### src/hw/rtl/trpl_pkg.sv
// ----------------------------------------------------------------------------
// trpl_pkg: shared types and constants of the region peak locator
// Register indexes, configuration bundle and result bundle used by every file.
// ----------------------------------------------------------------------------
package trpl_pkg;

   // Fixed field widths.
   localparam int THRESH_W  = 24;
   localparam int MINW_W    = 16;
   localparam int PPOS_W    = 17;
   localparam int CSR_IDX_W = 8;
   localparam int CSR_DAT_W = 24;

   // Register indexes on the configuration port.
   typedef enum logic [CSR_IDX_W-1:0] {
      CSR_THRESHOLD = 8'd0,
      CSR_MIN_WIDTH = 8'd1
   } csr_index_type;

   // Current configuration as seen by the datapath.
   typedef struct packed {
      logic [THRESH_W-1:0] threshold;
      logic [MINW_W-1:0]   min_width;
   } cfg_type;

   // One result item.
   typedef struct packed {
      logic              has_point;
      logic [PPOS_W-1:0] point_position;
      logic              series_end;
      logic              rejected;
   } result_type;

endpackage

### src/hw/rtl/threshold_region_peak_locator_unit.sv
// ----------------------------------------------------------------------------
// threshold_region_peak_locator_unit: change-point peak locator
// Finds regions above a threshold in a stream of statistic samples and
// reports the position of each wide-enough region's first maximum.
// ----------------------------------------------------------------------------
// The unit takes one sample request per clock and keeps that rate as long as
// the result side does not stall. Every request passes an input register,
// the tracking logic (a compare against the threshold, a peak update and an
// end-minus-start subtraction checked against the minimum width), and a
// result register. The result register is loaded when the request moves on
// from the input register, which holds the request while the result side
// stalls on a full result register. Only requests that close an accepted
// region or end a series produce a result; the others load nothing into the
// result register. Positions count from 0 inside a series, stop advancing
// at MAX_SERIES_LEN - 1, and are reported counting from 1. The threshold and
// minimum width registers must be written while no request is in flight.
module threshold_region_peak_locator_unit #(
   parameter int MAX_SERIES_LEN = 65536,
   parameter int SAMPLE_BITS    = 24
) (
   input  logic                                clock,
   input  logic                                reset,
   // Sample requests.
   input  logic                                req_valid,
   output logic                                req_stall,
   input  logic [SAMPLE_BITS-1:0]              req_sample,
   input  logic                                req_series_last,
   // Results.
   output logic                                rsp_valid,
   input  logic                                rsp_stall,
   output logic                                rsp_has_point,
   output logic [trpl_pkg::PPOS_W-1:0]         rsp_point_position,
   output logic                                rsp_series_end,
   output logic                                rsp_rejected,
   // Configuration writes.
   input  logic                                csr_valid,
   output logic                                csr_ready,
   input  logic [trpl_pkg::CSR_IDX_W-1:0]      csr_index,
   input  logic [trpl_pkg::CSR_DAT_W-1:0]      csr_wdata
);
   import trpl_pkg::*;

   cfg_type    cfg;
   result_type track_result;
   logic       track_present;

   // Input register.
   logic                   in_valid_ff;
   logic [SAMPLE_BITS-1:0] in_sample_ff;
   logic                   in_last_ff;

   // Result register.
   logic       rsp_valid_ff;
   result_type rsp_data_ff;

   logic advance;
   logic step;

   // The input register moves on whenever the result register is empty or
   // being emptied in this cycle, so a request can enter every cycle.
   assign advance   = !rsp_valid_ff || !rsp_stall;
   assign step      = in_valid_ff && advance;
   assign req_stall = in_valid_ff && !advance;

   trpl_csr_regs u_csr (
      .clock     (clock),
      .reset     (reset),
      .csr_valid (csr_valid),
      .csr_ready (csr_ready),
      .csr_index (csr_index),
      .csr_wdata (csr_wdata),
      .cfg       (cfg)
   );

   always_ff @(posedge clock) begin
      if (reset) begin
         in_valid_ff <= 1'b0;
      end else if (!req_stall) begin
         in_valid_ff <= req_valid;
      end
   end

   always_ff @(posedge clock) begin
      if (req_valid && !req_stall) begin
         in_sample_ff <= req_sample;
         in_last_ff   <= req_series_last;
      end
   end

   trpl_region_tracker #(
      .MAX_SERIES_LEN (MAX_SERIES_LEN),
      .SAMPLE_BITS    (SAMPLE_BITS)
   ) u_tracker (
      .clock          (clock),
      .reset          (reset),
      .step           (step),
      .sample         (in_sample_ff),
      .series_last    (in_last_ff),
      .cfg            (cfg),
      .result_present (track_present),
      .result         (track_result)
   );

   // A request that produces no result simply empties the result register
   // if it was being drained.
   always_ff @(posedge clock) begin
      if (reset) begin
         rsp_valid_ff <= 1'b0;
      end else if (advance) begin
         rsp_valid_ff <= step && track_present;
      end
   end

   always_ff @(posedge clock) begin
      if (step && track_present) begin
         rsp_data_ff <= track_result;
      end
   end

   assign rsp_valid          = rsp_valid_ff;
   assign rsp_has_point      = rsp_data_ff.has_point;
   assign rsp_point_position = rsp_data_ff.point_position;
   assign rsp_series_end     = rsp_data_ff.series_end;
   assign rsp_rejected       = rsp_data_ff.rejected;

endmodule

### src/hw/rtl/trpl_csr_regs.sv
// ----------------------------------------------------------------------------
// trpl_csr_regs: configuration registers
// Holds the threshold and minimum region width; unknown indexes are ignored.
// ----------------------------------------------------------------------------
module trpl_csr_regs (
   input  logic                             clock,
   input  logic                             reset,
   input  logic                             csr_valid,
   output logic                             csr_ready,
   input  logic [trpl_pkg::CSR_IDX_W-1:0]   csr_index,
   input  logic [trpl_pkg::CSR_DAT_W-1:0]   csr_wdata,
   output trpl_pkg::cfg_type                cfg
);
   import trpl_pkg::*;

   logic [THRESH_W-1:0] threshold_ff;
   logic [MINW_W-1:0]   min_width_ff;

   assign csr_ready = 1'b1;

   always_ff @(posedge clock) begin
      if (reset) begin
         threshold_ff <= '0;
         min_width_ff <= '0;
      end else if (csr_valid && csr_ready) begin
         case (csr_index)
            CSR_THRESHOLD: begin
               threshold_ff <= csr_wdata[THRESH_W-1:0];
            end
            CSR_MIN_WIDTH: begin
               min_width_ff <= csr_wdata[MINW_W-1:0];
            end
            default: begin
            end
         endcase
      end
   end

   assign cfg.threshold = threshold_ff;
   assign cfg.min_width = min_width_ff;

endmodule

### src/hw/rtl/trpl_region_tracker.sv
// ----------------------------------------------------------------------------
// trpl_region_tracker: per-series region and peak tracking
// Updates the running series state for one sample and forms its result.
// ----------------------------------------------------------------------------
module trpl_region_tracker #(
   parameter int MAX_SERIES_LEN = 65536,
   parameter int SAMPLE_BITS    = 24
) (
   input  logic                   clock,
   input  logic                   reset,
   input  logic                   step,
   input  logic [SAMPLE_BITS-1:0] sample,
   input  logic                   series_last,
   input  trpl_pkg::cfg_type      cfg,
   output logic                   result_present,
   output trpl_pkg::result_type   result
);
   import trpl_pkg::*;

   localparam int POS_W  = (MAX_SERIES_LEN > 2) ? $clog2(MAX_SERIES_LEN) : 1;
   localparam int CMP_W  = (SAMPLE_BITS > THRESH_W) ? SAMPLE_BITS : THRESH_W;
   localparam int DIFF_W = (POS_W > MINW_W) ? POS_W : MINW_W;
   localparam int PP_W   = (POS_W > PPOS_W) ? POS_W : PPOS_W;
   localparam logic [POS_W-1:0] POS_LAST = POS_W'(MAX_SERIES_LEN - 1);

   logic [POS_W-1:0]       position_ff, position_in;
   logic                   inside_ff, inside_in;
   logic [POS_W-1:0]       start_ff, start_in;
   logic [POS_W-1:0]       end_ff, end_in;
   logic [SAMPLE_BITS-1:0] peak_val_ff, peak_val_in;
   logic [POS_W-1:0]       peak_pos_ff, peak_pos_in;
   logic                   found_ff, found_in;

   logic              above;
   logic              close;
   logic              point;
   logic [DIFF_W-1:0] span;
   logic [PP_W-1:0]   ppos_wide;

   assign above = CMP_W'(sample) > CMP_W'(cfg.threshold);

   always_comb begin
      position_in = position_ff;
      inside_in   = inside_ff;
      start_in    = start_ff;
      end_in      = end_ff;
      peak_val_in = peak_val_ff;
      peak_pos_in = peak_pos_ff;
      found_in    = found_ff;
      close       = 1'b0;
      point       = 1'b0;

      if (above) begin
         if (!inside_ff) begin
            inside_in   = 1'b1;
            start_in    = position_ff;
            peak_val_in = sample;
            peak_pos_in = position_ff;
         end else if (sample > peak_val_ff) begin
            peak_val_in = sample;
            peak_pos_in = position_ff;
         end
         end_in = position_ff;
      end else if (inside_ff) begin
         close = 1'b1;
      end
      if (series_last && inside_in) begin
         close = 1'b1;
      end

      span = DIFF_W'(end_in) - DIFF_W'(start_in);
      if (close) begin
         inside_in = 1'b0;
         if (span >= DIFF_W'(cfg.min_width)) begin
            point    = 1'b1;
            found_in = 1'b1;
         end
      end

      ppos_wide = PP_W'(peak_pos_in) + PP_W'(1);

      result_present        = point || series_last;
      result.has_point      = point;
      result.point_position = point ? ppos_wide[PPOS_W-1:0] : '0;
      result.series_end     = series_last;
      result.rejected       = series_last && found_in;

      // End of series clears the whole running state.
      if (series_last) begin
         position_in = '0;
         inside_in   = 1'b0;
         start_in    = '0;
         end_in      = '0;
         peak_val_in = '0;
         peak_pos_in = '0;
         found_in    = 1'b0;
      end else if (position_ff < POS_LAST) begin
         position_in = position_ff + POS_W'(1);
      end
   end

   always_ff @(posedge clock) begin
      if (reset) begin
         position_ff <= '0;
         inside_ff   <= 1'b0;
         start_ff    <= '0;
         end_ff      <= '0;
         peak_val_ff <= '0;
         peak_pos_ff <= '0;
         found_ff    <= 1'b0;
      end else if (step) begin
         position_ff <= position_in;
         inside_ff   <= inside_in;
         start_ff    <= start_in;
         end_ff      <= end_in;
         peak_val_ff <= peak_val_in;
         peak_pos_ff <= peak_pos_in;
         found_ff    <= found_in;
      end
   end

endmodule
### config.mk
export PLATFORM = sky130hd
export DESIGN_NAME = threshold_region_peak_locator_unit
export DESIGN_NICKNAME = d
export VERILOG_FILES = /design/src/hw/rtl/trpl_pkg.sv /design/src/hw/rtl/threshold_region_peak_locator_unit.sv /design/src/hw/rtl/trpl_csr_regs.sv /design/src/hw/rtl/trpl_region_tracker.sv
export SDC_FILE = /design/constraint.sdc
export NUM_CORES = 1
export LEC_CHECK = 0
export ABC_AREA = 1
export BUFFER_PORTS_ARGS = -buffer_cell sky130_fd_sc_hd__buf_2
export CAP_MARGIN = 20
export CORE_MARGIN = 4
export CORE_UTILIZATION = 60
export DETAILED_ROUTE_END_ITERATION = 8
export PLACE_DENSITY_LB_ADDON = 0.08
export REMOVE_ABC_BUFFERS = 1
export SYNTH_ARGS = -nofsm -noshare
export SYNTH_HDL_FRONTEND = slang
export SYNTH_HIERARCHICAL = 1
export SYNTH_SLANG_ARGS = --single-unit
### constraint.sdc
create_clock -name clock -period 8.9 [get_ports clock]
set_clock_uncertainty 0.1 [all_clocks]
set_input_delay 1.78 -clock clock [delete_from_list [all_inputs] [get_ports clock]]
set_output_delay 1.78 -clock clock [all_outputs]
set_load 0.02 [all_outputs]
==> qor.csv, run 1 <==
stage;metric;value;unit
critical_path;crit_fanout;40;
clocking;cts_buffers;17;
sta;rsz0062_at_grt;no;
route;post_drt_via_cell_ratio;5.36;
power;combPwrFrac;18.0;%
route;drt-initial-drc-count;614;
clocking;ctsHoldBuffers;0;
synth;ys_seq_elements;177;
sta;period_share;77.6;%
clocking;cts_buffer_depth;2;
grt;grt-ovfl-total;0;
finish;syn_to_final_growth;10.0;%
min_path;hold_end;u_tracker/end_ff[12]$_SDFFE_PP0P_;
grt;grt_pass1_wl;40.8;mm
clocking;cts_sinks;177;
clocking;worstSkewPairLatency;430;ps
power;cellPowerDensity;165;nW/um2
grt;grt_pass1_vias;8762;
grt;grt-busiest-layer;met2;
clocking;cts_resized;0;
critical_path;cp_top_family;simple AND/OR/NAND/NOR gates;
power;power.total;1930;uW
clocking;postCtsSetupBuffers;0;
synth;netlist-cell-type-count;48;
critical_path;rrSetupSlack;1990;ps
status;status;complete, no violations;
power;irDropWorstVdd;0.168;mV
grt;antenna_found_initial;0;
clocking;root_buffer;clkbuf_16;
critical_path;reg2regPathDepth;30;
route;final_antenna_net_count;0;
power;leakage;0.00497;uW
die;core;17400;um2
die;die_h;141;um
critical_path;cp_slowest_cell;nand3_2;
synth;yosys.area.top_type_share;24.9;%
critical_path;cp-end-kind;register;
grt;grt_util_met1;31.9;%
min_path;holdCritStartpoint;u_tracker/end_ff[12]$_SDFFE_PP0P_;
critical_path;startpoint_type;register;
placement;gp_congestion;0.938;
route;postRouteWirelength;24.7;mm
die;rows;48;
critical_path;crit_arrival;6930;ps
clocking;cts_tree;yes;
synth;syn_avg_cell_area;7.17;um2
power;net-switching-power;585;uW
route;drc_errors;0;
finish;fin_cells;1774;
min_path;min_path_cells;2;
critical_path;worst-path-buf-inv;6;
finish;drive_above_1_share;13.6;%
sta;drv_slew;0;
sta;final.min_clock_period;6910;ps
grt;use_met3;4.55;%
synth;yosysTopAreaCell;dfxtp_1;
placement;hpwlAfterDp;17.8;mm
power;internal-power;1340;uW
flow_run;max_cap_violations;0;
sta;tns;0;ps
critical_path;required;8920;ps
power;clkPwrFrac;37.2;%
sta;setup_viol;0;
synth;syn_inst;1483;
finish;final_nets;1680;
clocking;cts.clk_slew.worst_paths;70;ps
finish;utilization;67.4;%
sta;slew-limit-headroom;28.1;%
synth;async_reset_ff_share;0;%
route;post_drt_wl_per_cell;13.9;um
synth;syn_area;10600;um2
sta;worstMarginPinSlew;1080;ps
critical_path;crit_top_cell;nand2_1;
route;drt_pass1_iterations;6;
power;switching_share;30.3;%
route;dr_total_vias;9505;
synth;yosys_warnings;6;
synth;synthTopCellsByArea;dfxtp_1 25%, nand2_1 13%, edfxtp_1 13%, ha_1 9.5%, inv_1 7.1%;
clocking;htree_levels;4;
grt;grtUsageTotal;25.0;%
synth;ys_seq_area_share;37.6;%
sta;holdWs;362;ps
critical_path;rr_endpoint;rsp_point_position[7]$_DFFE_PP_;
die;ios;85;
sta;max_freq;145;MHz
critical_path;critPathKind;reg2reg;
finish;diodes;0;
critical_path;reg2reg_from;in_sample_ff[23]$_DFFE_PP_;
die;fp.dieW;141;um
power;seqPwrFrac;44.8;%
critical_path;slowest_delay;630;ps
die;dieArea;19900;um2
grt;grt_max_degree;81;
sta;hold_viol_final;0;
synth;synth_edf_count;45;
placement;place_inst;1741;
min_path;hold_class;reg2reg;
placement;io_buffers;83;
die;start_util;61.3;%
grt;use_met2;43.0;%
synth;synth_flop_cell;dfxtp_1;
power groups by stage:
stage               Sequential, uW  Combinational, uW  Clock (uW)
floorplan                      888                227           0
global placement               881                333           0
detailed placement             882                340           0
CTS                            863                343         730
global route                   865                391         765
finish                         863                347         718
flip-flops by register name, indices dropped and copies added, names as in the netlist:
name	flops
in_last_ff	1
rsp_rejected	1
u_csr/min_width_ff	16
in_sample_ff	24
u_tracker/peak_val_ff	24
rsp_point_position	17
rsp_valid	1
rsp_has_point	1
u_tracker/peak_pos_ff	16
in_valid_ff	1
u_tracker/found_ff	1
u_tracker/position_ff	16
u_tracker/end_ff	16
rsp_series_end	1
u_csr/threshold_ff	24
u_tracker/inside_ff	1
u_tracker/start_ff	16
worst min-delay path, delay by kind of cell, from the launching register on:
| kind | cells | cell delay, ps |
|---|---|---|
| AND/OR/NAND/NOR | 1 | 60 |
| AO/OA/AOI/OAI | 1 | 50 |
| flip-flops | 1 | 310 |
worst max path at each step:
| stage | from | to | slack, ps | cells past startpoint |
|---|---|---|---|---|
| after floorplan | in_sample_ff[23]$_DFFE_PP_ | rsp_has_point$_DFFE_PP_ | 2220 | 34 |
| after global placement | in_sample_ff[23]$_DFFE_PP_ | rsp_point_position[10]$_DFFE_PP_ | 2380 | 30 |
| after detailed placement | in_sample_ff[23]$_DFFE_PP_ | rsp_point_position[10]$_DFFE_PP_ | 2130 | 30 |
| after CTS | in_sample_ff[23]$_DFFE_PP_ | rsp_point_position[7]$_DFFE_PP_ | 2060 | 30 |
| after global routing | in_sample_ff[23]$_DFFE_PP_ | rsp_point_position[9]$_DFFE_PP_ | 1440 | 34 |
| final | in_sample_ff[23]$_DFFE_PP_ | rsp_point_position[7]$_DFFE_PP_ | 1990 | 30 |
synth_stat cells, drive strengths merged, types with 5 or more instances:
| cell | instances |
|---|---|
| a211oi | 5 |
| a21oi | 130 |
| a31oi | 6 |
| buf | 29 |
| clkbuf | 27 |
| dfxtp | 132 |
| edfxtp | 45 |
| ha | 81 |
| inv | 206 |
| nand2 | 378 |
| nand3 | 121 |
| nand3b | 6 |
| nand4 | 8 |
| nor2 | 185 |
| nor3 | 15 |
| o21ai | 37 |
| o22ai | 5 |
| or2 | 33 |
| xnor2 | 6 |
| xor2 | 7 |
kinds of logic after synthesis:
group | after synthesis | synth area share, %
AOI/OAI and AO/OA | 194 | 9.73
other | 1 | 0.0353
DFF | 177 | 37.6
and+or+nand+nor | 752 | 31.6
xor gates and xnor gates | 13 | 1.07
adders and majority gates | 82 | 9.72
buffers and inverters | 264 | 10.3
cell type report:
class | count | area [um2]
Tap cell | 225 | 282
Inverter | 208 | 782
Fill cell | 1555 | 5660
Timing Repair Buffer | 90 | 508
Sequential cell | 177 | 3990
Clock buffer | 19 | 443
Multi-Input combinational cell | 1042 | 5570
Clock inverter | 13 | 120
through the flow:
step / cell area [um2] / setup slack [ps]
after floorplan: 10300 / 2220
after global placement: 11100 / 2380
after detailed placement: 11100 / 2130
after CTS: 11700 / 2060
after global routing: 11700 / 1440
final: 11700 / 1990
layout by cell type (no fill, tap or decap), types with 12 or more instances in the layout:
| cell type | netlist | routed |
|---|---|---|
| inv_1 | 202 | 201 |
| nor2_1 | 162 | 160 |
| nand3_1 | 113 | 113 |
| dfxtp_1 | 132 | 132 |
| buf_2 | 11 | 83 |
| a21oi_1 | 128 | 128 |
| edfxtp_1 | 45 | 45 |
| or2_2 | 33 | 33 |
| clkbuf_16 | 0 | 17 |
| o21ai_0 | 34 | 34 |
| nor2_2 | 12 | 13 |
| nand2_2 | 12 | 12 |
| ha_1 | 81 | 81 |
| nand2_1 | 365 | 365 |
| nor3_1 | 15 | 14 |
| nor2_4 | 11 | 12 |
routing by layer:
metal / up-vias / wire length (um)
li1: 4846 / -
met1: 4383 / 10800
met2: 236 / 12200
met3: 40 / 1120
met4: 0 / 469
met5: - / 0
Note: power is estimated with default switching activity, not from simulation.
==> inputs of run 2 (changes only) <==
Clock period 8.9 ns to 6.55 ns, I/O delays scaled along.
==> run 2 against run 1 <==
Against the previous run:
- combinational power increased by 37%
- clock power grew 41%
- design area is 0.50% higher
- die area unchanged
- first-iteration DRC count increased by 5.5%
- sequential cell count is the same
- via count fell by 1.3%
- count of clock-buffer cells in the layout is 1 higher
- routed wire length down 1.4%
- critical path depth is 5 higher
- sequential power up 36%
- register-to-register slack worse by 1200 ps
- critical path type unchanged
- largest power group unchanged
==> qor.csv, run 2 (synthesized netlist as in run 1, its figures left out) <==
stage;metric;value;unit;change
die;die_h;141;um;unchanged
power;leakage;0.00500;uW;+0.56%
sta;tns;0;ps;unchanged
route;drc_errors;0;;unchanged
placement;hpwlAfterDp;17.6;mm;-1.0%
finish;largestRegisters;in_sample_ff: 24 flops, u_csr/threshold_ff: 24 flops, u_tracker/peak_val_ff: 24 flops;;
sta;setup_viol;0;;unchanged
clocking;ctsHoldBuffers;0;;unchanged
route;postRouteWirelength;24.3;mm;-1.4%
clocking;cts_buffer_depth;2;;unchanged
clocking;cts.clk_slew.worst_paths;70;ps;about the same
grt;grt_max_degree;67;;-17%
critical_path;required;6560;ps;-2360 ps
sta;drv_slew;0;;unchanged
die;ios;85;;unchanged
finish;diodes;0;;unchanged
sta;rsz0062_at_grt;no;;
finish;final_nets;1683;;+0.18%
die;fp.dieW;141;um;unchanged
clocking;cts_sinks;177;;unchanged
min_path;hold_class;reg2reg;;
sta;hold_viol_final;0;;unchanged
grt;grt_pass1_wl;40.7;mm;-0.27%
critical_path;crit_top_cell;nand2_1;;
critical_path;critPathKind;reg2reg;;
sta;final.min_clock_period;5800;ps;-1110 ps
sta;worstMarginPinSlew;1030;ps;-48.5 ps
die;rows;48;;unchanged
placement;place_inst;1743;;+0.11%
route;post_drt_wl_per_cell;13.7;um;-1.5%
grt;grt-ovfl-total;0;;unchanged
clocking;htree_levels;4;;unchanged
route;drt-initial-drc-count;648;;+5.5%
finish;drive_above_1_share;13.7;%;+0.17 points
route;drt_pass1_iterations;6;;unchanged
clocking;cts_tree;yes;;
sta;slew-limit-headroom;31.3;%;+3.2 points
placement;gp_congestion;0.884;;-5.7%
status;status;complete, no violations;;
critical_path;worst-path-buf-inv;9;;+3
flow_run;max_cap_violations;0;;unchanged
finish;utilization;67.7;%;+0.34 points
clocking;root_buffer;clkbuf_16;;
critical_path;crit_fanout;20;;-50%
clocking;worstSkewPairLatency;430;ps;about the same
clocking;cts_buffers;17;;unchanged
critical_path;cp_top_family;simple AND/OR/NAND/NOR gates;;
sta;max_freq;172;MHz;+19%
grt;antenna_found_initial;0;;unchanged
grt;grtUsageTotal;24.7;%;-0.23 points
critical_path;crit_arrival;5810;ps;-1120 ps
route;post_drt_via_cell_ratio;5.28;;-1.4%
finish;layout_commonest_cell;nand2_1;;
finish;fin_cells;1777;;+0.17%
sta;period_share;88.6;%;+11 points
die;dieArea;19900;um2;unchanged
critical_path;startpoint_type;register;;
grt;grt_pass1_vias;8905;;+1.6%
die;start_util;61.3;%;unchanged
power;irDropWorstVdd;0.236;mV;+41%
critical_path;slowest_delay;420;ps;-210 ps
finish;mostFrequentLayoutCells;365 x nand2_1, 201 x inv_1, 160 x nor2_1;;
route;dr_total_vias;9385;;-1.3%
route;final_antenna_net_count;0;;unchanged
die;core;17400;um2;unchanged
power;cellPowerDensity;226;nW/um2;+37%
critical_path;cp_slowest_cell;edfxtp_1;;
placement;io_buffers;83;;unchanged
finish;syn_to_final_growth;10.6;%;
critical_path;cp-end-kind;register;;
==> run 2: path summary, 6_finish.rpt <==
kind                                                             start                                      to  slack [ps]  cells after the start
worst max-delay path                        in_sample_ff[23]$_DFFE_PP_        rsp_point_position[13]$_DFFE_PP_         750                     35
worst min-delay path            u_tracker/peak_pos_ff[11]$_SDFFE_PP0P_  u_tracker/peak_pos_ff[11]$_SDFFE_PP0P_         370                      2
worst max register to register              in_sample_ff[23]$_DFFE_PP_        rsp_point_position[13]$_DFFE_PP_         750                     35
worst min register to register  u_tracker/peak_pos_ff[11]$_SDFFE_PP0P_  u_tracker/peak_pos_ff[11]$_SDFFE_PP0P_         370                      2
==> run 2: stage by stage <==
| step | hold WS (ps) | cell area (um2) | setup slack [ps] | total power, uW |
|---|---|---|---|---|
| 2_1_floorplan | 334 | 10300 | -125 | 1520 |
| 3_3_place_gp | 350 | 11100 | 762 | 1650 |
| 3_5_place_dp | 358 | 11100 | 631 | 1660 |
| 4_1_cts | 367 | 11700 | 595 | 2670 |
| 5_1_grt | 389 | 11800 | 169 | 2790 |
| 6_report | 367 | 11800 | 748 | 2660 |
==> run 2: timing repair <==
action | CTS | global route
buffers inserted | 0 | 0
setup endpoints to repair | 0 | 20
gates resized for setup | 0 | 2
==> run 2: layer usage <==
metal | share of wire [%] | wire [um] | GRT usage [%] | up-vias
met5 | 0 | 0 | 0 | -
met1 | 43 | 10600 | 31.1 | 4230
met4 | 1.9 | 471 | 7.90 | 0
met3 | 4.7 | 1150 | 4.10 | 41
li1 | - | - | - | 4864
met2 | 50 | 12100 | 43.3 | 250
==> run 2: worst min-delay path, delay by kind of cell (launching register included) <==
family | cells | cell delay, ps
DFF | 1 | 310
and+or+nand+nor | 1 | 60
AOI/OAI and AO/OA | 1 | 50
==> run 2: power by group <==
group,switching (uW),internal (uW)
clock,446,566
sequential,16.3,1160
combinational,312,164
total,774,1890
==> run 2: area by class of cell <==
type | instances | area, um2
clock inverters | 12 | 119
clock buffers | 20 | 468
fillers | 1503 | 5600
multi-input cells | 1042 | 5580
flip-flops and latches | 177 | 3990
repair buffers | 93 | 531
inverters | 208 | 782
well taps | 225 | 282
